## src/hw/rtl/semb_pkg.sv

```systemverilog
package semb_pkg;

	// Bank geometry
	localparam int NUM_SEMS   = 16;
	localparam int COUNT_BITS = 16;
	localparam int IDX_W      = (NUM_SEMS > 1) ? $clog2(NUM_SEMS) : 1;

	// Free scan looks at a group of flags per cycle
	localparam int GROUP      = 4;
	localparam int LANE_W     = $clog2(GROUP);
	localparam int NUM_GROUPS = (NUM_SEMS + GROUP - 1) / GROUP;
	localparam int GRP_W      = (NUM_GROUPS > 1) ? $clog2(NUM_GROUPS) : 1;

	// Command codes
	localparam logic [2:0] CMD_OPEN  = 3'd0;
	localparam logic [2:0] CMD_CLOSE = 3'd1;
	localparam logic [2:0] CMD_UP    = 3'd2;
	localparam logic [2:0] CMD_DOWN  = 3'd3;
	localparam logic [2:0] CMD_FIND  = 3'd4;

	// Status codes
	localparam logic [1:0] ST_DONE   = 2'd0;
	localparam logic [1:0] ST_REJECT = 2'd1;
	localparam logic [1:0] ST_BLOCK  = 2'd2;

	typedef logic [COUNT_BITS-1:0] cnt_t;
	typedef logic [IDX_W-1:0]      sem_idx_t;
	typedef logic [15:0]           cnt16_t;
	typedef logic [3:0]            free_t;

	typedef struct packed {
		logic [2:0]  command;
		logic [3:0]  sem_index;
		logic [15:0] init_value;
	} cmd_t;

	typedef struct packed {
		logic [1:0]  status;
		logic        wake;
		logic [15:0] count_after;
		logic [3:0]  free_index;
	} rsp_t;

	typedef struct packed {
		cnt_t sum;
		logic carry;
		logic a_zero;
	} alu_res_t;

endpackage

```

## src/hw/rtl/semb_alu.sv

```systemverilog
module semb_alu (
	input  semb_pkg::cnt_t     a,
	input  logic               sub,
	output semb_pkg::alu_res_t res
);
	import semb_pkg::*;

	logic [COUNT_BITS:0] sum_w;

	// add one, or add all ones to step down by one
	assign sum_w = {1'b0, a} + (sub ? {1'b0, {COUNT_BITS{1'b1}}} : (COUNT_BITS + 1)'(1));

	assign res.sum    = sum_w[COUNT_BITS-1:0];
	assign res.carry  = sum_w[COUNT_BITS];
	assign res.a_zero = (a == '0);

endmodule

```

## src/hw/rtl/counting_semaphore_bank_top.sv

```systemverilog
// Counting semaphore bank, one result word per command word.
// Open, close, up, down: busy through S_READ and S_EXEC after the start edge,
// done strobes on the return to idle; a new word is taken in the done cycle.
// Find free: scans GROUP open flags per cycle, busy until a hit or the last group.
// The receiver cannot stall: done is a one-cycle strobe with rsp valid.
// Reset (arst_n low, async) zeroes every count and closes every entry.
module counting_semaphore_bank_top (
	input  logic           clk,
	input  logic           arst_n,
	input  logic           start,
	output logic           busy,
	input  semb_pkg::cmd_t cmd,
	output logic           done,
	output semb_pkg::rsp_t rsp
);
	import semb_pkg::*;

	typedef enum logic [3:0] {
		S_IDLE = 4'b0001,
		S_READ = 4'b0010,
		S_EXEC = 4'b0100,
		S_SCAN = 4'b1000
	} state_t;

	state_t   state_q;
	cmd_t     cmd_q;
	cnt_t     c_q;
	logic     done_q;
	rsp_t     rsp_q;
	logic [GRP_W-1:0] grp_q;

	// Semaphore state: small enough to live in flops cleared by reset
	cnt_t     counts_q [NUM_SEMS];
	logic [NUM_SEMS-1:0] open_q;

	// Decoded view of the held command word
	logic     idx_ok;
	sem_idx_t sel;
	logic     val_too_big;
	logic     sel_open;

	assign idx_ok      = (int'(cmd_q.sem_index) < NUM_SEMS);
	assign sel         = sem_idx_t'(cmd_q.sem_index);
	assign val_too_big = ((64'(cmd_q.init_value) >> COUNT_BITS) != 64'd0);
	assign sel_open    = idx_ok ? open_q[sel] : 1'b0;

	// Shared adder: steps the fetched count up or down
	alu_res_t alu;

	semb_alu u_alu (
		.a   (c_q),
		.sub (cmd_q.command == CMD_DOWN),
		.res (alu)
	);

	// Execute step: decide the write back and the result word
	logic wr_cnt;
	cnt_t wr_val;
	logic set_open;
	logic clr_open;
	rsp_t ex_rsp;

	always_comb begin
		wr_cnt   = 1'b0;
		wr_val   = alu.sum;
		set_open = 1'b0;
		clr_open = 1'b0;
		ex_rsp   = '0;
		ex_rsp.count_after = cnt16_t'(c_q);
		if (!idx_ok) begin
			ex_rsp.status      = ST_REJECT;
			ex_rsp.count_after = '0;
		end else begin
			case (cmd_q.command)
				CMD_OPEN: begin
					if (sel_open || val_too_big) begin
						ex_rsp.status = ST_REJECT;
					end else begin
						wr_cnt             = 1'b1;
						wr_val             = cnt_t'(cmd_q.init_value);
						set_open           = 1'b1;
						ex_rsp.status      = ST_DONE;
						ex_rsp.count_after = cmd_q.init_value;
					end
				end
				CMD_CLOSE: begin
					clr_open      = 1'b1;
					ex_rsp.status = ST_DONE;
				end
				CMD_UP: begin
					// carry out means the count already sits at its maximum
					if (alu.carry) begin
						ex_rsp.status = ST_REJECT;
					end else begin
						wr_cnt             = 1'b1;
						ex_rsp.status      = ST_DONE;
						ex_rsp.wake        = alu.a_zero;
						ex_rsp.count_after = cnt16_t'(alu.sum);
					end
				end
				CMD_DOWN: begin
					if (alu.a_zero) begin
						ex_rsp.status      = ST_BLOCK;
						ex_rsp.count_after = '0;
					end else begin
						wr_cnt             = 1'b1;
						ex_rsp.status      = ST_DONE;
						ex_rsp.count_after = cnt16_t'(alu.sum);
					end
				end
				default: begin
					ex_rsp.status = ST_REJECT;
				end
			endcase
		end
	end

	// Free scan: one group of closed flags per cycle, lowest lane wins
	logic [NUM_GROUPS*GROUP-1:0] closed_pad;
	logic [GROUP-1:0]            grp_bits;
	logic                        hit;
	logic [LANE_W-1:0]           lane;
	logic                        last_grp;
	rsp_t                        scan_rsp;

	always_comb begin
		closed_pad               = '0;
		closed_pad[NUM_SEMS-1:0] = ~open_q;
	end

	assign grp_bits = closed_pad[grp_q*GROUP +: GROUP];
	assign hit      = |grp_bits;
	assign last_grp = (grp_q == GRP_W'(NUM_GROUPS - 1));

	always_comb begin
		lane = '0;
		for (int l = GROUP - 1; l >= 0; l--) begin
			if (grp_bits[l]) begin
				lane = LANE_W'(l);
			end
		end
	end

	always_comb begin
		scan_rsp = '0;
		if (hit) begin
			scan_rsp.status     = ST_DONE;
			scan_rsp.free_index = free_t'({grp_q, lane});
		end else begin
			scan_rsp.status     = ST_REJECT;
		end
	end

	// Sequencer
	always_ff @(posedge clk or negedge arst_n) begin
		if (!arst_n) begin
			state_q <= S_IDLE;
			done_q  <= 1'b0;
			grp_q   <= '0;
		end else begin
			done_q <= 1'b0;
			case (state_q)
				S_IDLE: begin
					if (start) begin
						grp_q <= '0;
						if (cmd.command == CMD_FIND) begin
							state_q <= S_SCAN;
						end else begin
							state_q <= S_READ;
						end
					end
				end
				S_READ: begin
					state_q <= S_EXEC;
				end
				S_EXEC: begin
					done_q  <= 1'b1;
					state_q <= S_IDLE;
				end
				S_SCAN: begin
					if (hit || last_grp) begin
						done_q  <= 1'b1;
						state_q <= S_IDLE;
					end else begin
						grp_q <= grp_q + GRP_W'(1);
					end
				end
				default: begin
					state_q <= S_IDLE;
				end
			endcase
		end
	end

	// Semaphore state updates land at the end of the execute step
	always_ff @(posedge clk or negedge arst_n) begin
		if (!arst_n) begin
			for (int i = 0; i < NUM_SEMS; i++) begin
				counts_q[i] <= '0;
			end
			open_q <= '0;
		end else if (state_q == S_EXEC && idx_ok) begin
			if (wr_cnt) begin
				counts_q[sel] <= wr_val;
			end
			if (set_open) begin
				open_q[sel] <= 1'b1;
			end
			if (clr_open) begin
				open_q[sel] <= 1'b0;
			end
		end
	end

	// Payload: hold the command word, fetch the count, register the result
	always_ff @(posedge clk) begin
		if (state_q == S_IDLE && start) begin
			cmd_q <= cmd;
		end
		if (state_q == S_READ) begin
			c_q <= idx_ok ? counts_q[sel] : '0;
		end
		if (state_q == S_EXEC) begin
			rsp_q <= ex_rsp;
		end else if (state_q == S_SCAN && (hit || last_grp)) begin
			rsp_q <= scan_rsp;
		end
	end

	assign busy = (state_q != S_IDLE);
	assign done = done_q;
	assign rsp  = rsp_q;

endmodule

```

## config.mk

```make
export PLATFORM = sky130hd
export DESIGN_NAME = counting_semaphore_bank_top
export DESIGN_NICKNAME = d
export VERILOG_FILES = /design/src/hw/rtl/semb_pkg.sv /design/src/hw/rtl/semb_alu.sv /design/src/hw/rtl/counting_semaphore_bank_top.sv
export SDC_FILE = /design/constraint.sdc
export NUM_CORES = 1
export LEC_CHECK = 0
export BUFFER_PORTS_ARGS = -buffer_cell sky130_fd_sc_hd__buf_2
export CAP_MARGIN = 20
export CORE_ASPECT_RATIO = 1.75
export CORE_MARGIN = 5
export CORE_UTILIZATION = 65
export DETAILED_ROUTE_END_ITERATION = 8
export PLACE_DENSITY = 0.83
export SYNTH_ARGS = -nofsm -noshare
export SYNTH_HDL_FRONTEND = slang
export SYNTH_SLANG_ARGS = --single-unit
export TNS_END_PERCENT = 20
```

## constraint.sdc

```tcl
create_clock -name clk -period 6.18 [get_ports clk]
set_input_delay 0 -clock clk [delete_from_list [all_inputs] [get_ports clk]]
set_output_delay 0 -clock clk [all_outputs]
set_load 0.005 [all_outputs]
```

==> qor.csv <==
metric,value,unit
cp_cell_sequence,"inv_1, nor2_1, and2_1, ha_1, a21oi_1, o21ai_0, o2111a_1, or4_1, buf_4, a31oi_4, mux2_4",
p_per_area,318,mW/mm2
setup-tns-final,0,ns
die_h,219,um
setup_slack,1.04,ns
outcome,completed,
cts_resized,0,
die_w,130,um
grt_remaining_overflow,0,
grt_pass1_wl,64500,um
start_kind,register,
clock_latency,0.56,ns
path_buf_inv,2,
rsz0062_at_grt,no,
synth_edf_count,58,
synthTopCellsByArea,"dfrtp_1 43%, mux4_2 12%, edfxtp_1 11%",
track_usage,29.3,%
power_leakage,7.75,nW
hpwl,26800,um
instances_no_fill,1725,
yosysTopAreaCellShare,42.8,%
hold_violations,0,
r2r_slack,1.04,ns
busiest_layer,met2,
fp-row-count,76,
grt_pass1_vias,12006,
slew_headroom,28.6,%
worst_setup_path_end_kind,register,
htreeDepth,1,
dr.pass1.iters,6,
hold_path.class,in2async,
syn_area_per_cell,12.1,um2
use_met2,50.2,%
cts.path.max_buffers,3,
yosysSeqAreaShare,54.2,%
holdWs,0.145,ns
syn_inst,1348,
ys_seq_elements,341,
io_buffers,50,
crit_type,reg2reg,
crit_slowest_cell,or4_1,
crit_required,6.63,ns
grt_max_degree,135,
antenna_found_initial,0,
maxCapViolCount,0,
drt-initial-drc-count,1089,
cts-root-buf,clkbuf_16,
place_congestion,0.909,
cts_tree,yes,
post-route-period-util,83.1,%
min_period,5.14,ns
cts_buffers,29,
use_met1,36.4,%
synth_ff_type,dfrtp_1,
route.vias.total,11582,
synth_top_area_cell,dfrtp_1,
final_layout_size_suffix_gt1_share,19.5,%
antenna_cells,0,
slew_viol_final,0,
r2r_cells,11,
wl_per_cell,23.4,um
ys_top_cells_by_count,"284 x nor2_1, 278 x dfrtp_1, 245 x a21oi_1",
crit_path_max_incr_delay,0.99,ns
setup_viol,0,
async_flop_share,81.8,%
worst-path-max-fanout,27,
worstReg2RegStart,cmd_q[21],
met3_usage,3.48,%
cp_top_family,simple AND/OR/NAND/NOR gates,
fin_skew,0.0183,ns
netlist_area,0.0162,mm2
tightest_slew,1.07,ns
fmax,195,MHz
dp_cells,1646,
crit_arrival,5.58,ns
ys_warn_count,0,
area_growth,9.61,%
num_io_pins,51,
wl,40300,um
drc,0,
r2r-end,counts_q[123],
fillers,1519,
clk_pin_slew,0.07,ns
nets,1438,
irDropWorstVdd,0.208,mV
clock-sinks,341,
yosysMostFrequentCell,nor2_1,
start_util,66.0,%
place_worst_setup_slack,1.08,ns
die_area,0.0284,mm2
synth_cell_types,65,
vias_per_cell,6.71,
syn_nets,1394,
core_area,0.0246,mm2
postRouteAntennaNets,0,
## layout by cell type (no fill, tap or decap), types with 16 or more instances in the layout
cell type | synthesis | layout
nor2_1 | 284 | 284
dfrtp_1 | 278 | 278
a21oi_1 | 245 | 245
mux4_2 | 88 | 88
edfxtp_1 | 58 | 58
buf_2 | 37 | 49
nand2_1 | 41 | 41
o22a_1 | 32 | 32
buf_4 | 2 | 32
clkbuf_16 | 0 | 31
dlygate4sd3_1 | 0 | 26
ha_1 | 19 | 19
a31oi_4 | 16 | 16
## how the worst max path moves through the flow
stage               slack (ns)  startpoint       endpoint  depth (start not counted)
floorplan                 2.30   cmd_q[22]  counts_q[171]                         13
global placement          1.23   cmd_q[22]  counts_q[123]                         10
detailed placement        1.08   cmd_q[21]  counts_q[123]                         11
CTS                       1.07   cmd_q[21]  counts_q[123]                         11
global route              0.66   cmd_q[21]        rsp[16]                         12
finish                    1.04   cmd_q[21]  counts_q[123]                         11
## sequential cells by signal, summed over array words and instances, names as in the netlist
| register | cells |
|---|---|
| open_q | 16 |
| sel | 4 |
| done | 1 |
| rsp | 23 |
| cmd_q | 19 |
| c_q | 16 |
| state_q | 4 |
| counts_q | 256 |
| grp_q | 2 |
## layer usage
metal  up-vias  routed length (um)
met4         0                2430
met3       172                2750
met2       644               21100
li1       5027                   -
met1      5739               14000
met5         -                   0
## logic make-up (layout without fill, tap and decap cells)
group                    Yosys count  in the layout  share of synthesized area (%)
AND/OR/NAND/NOR                  392            392                           10.1
AO/OA/AOI/OAI                    358            358                           14.7
flip-flops                       341            341                           54.2
multiplexers                     118            118                           15.1
buffers and inverters            108            173                           3.82
adder cells (fa/ha/maj)           20             20                           1.59
XOR/XNOR                          11             11                          0.593
## power by group
part	internal, W	switching [W]
Clock	0.00102	0.000816
Combinational	0.000425	0.000835
Sequential	0.00246	0.000116
## metrics by stage
step / instance area [um2] / utilization, % / power, W
2_1_floorplan: 16200 / - / 0.00349
3_3_place_gp: 16600 / 67.3 / 0.00379
3_5_place_dp: 16600 / 67.3 / 0.00383
4_1_cts: 17800 / 72.3 / 0.00566
5_1_grt: 17800 / 72.3 / 0.00588
6_report: 17800 / 72.3 / 0.00567
## area by class of cell
cell class / count / area (um2) / area share (%)
tap: 312 / 390 / 2.19
sequential: 341 / 8800 / 49.4
clock inverter: 9 / 52.6 / 0.295
multi-input combinational: 899 / 6840 / 38.4
timing repair buffer: 108 / 761 / 4.27
clock buffer: 43 / 911 / 5.11
inverter: 13 / 48.8 / 0.274
## repair_timing
| item | CTS | global route |
|---|---|---|
| hold endpoints to repair | 157 | 0 |
| hold buffers | 26 | 0 |
| setup buffers | 0 | 0 |
Power figures use the tool's default switching activity.
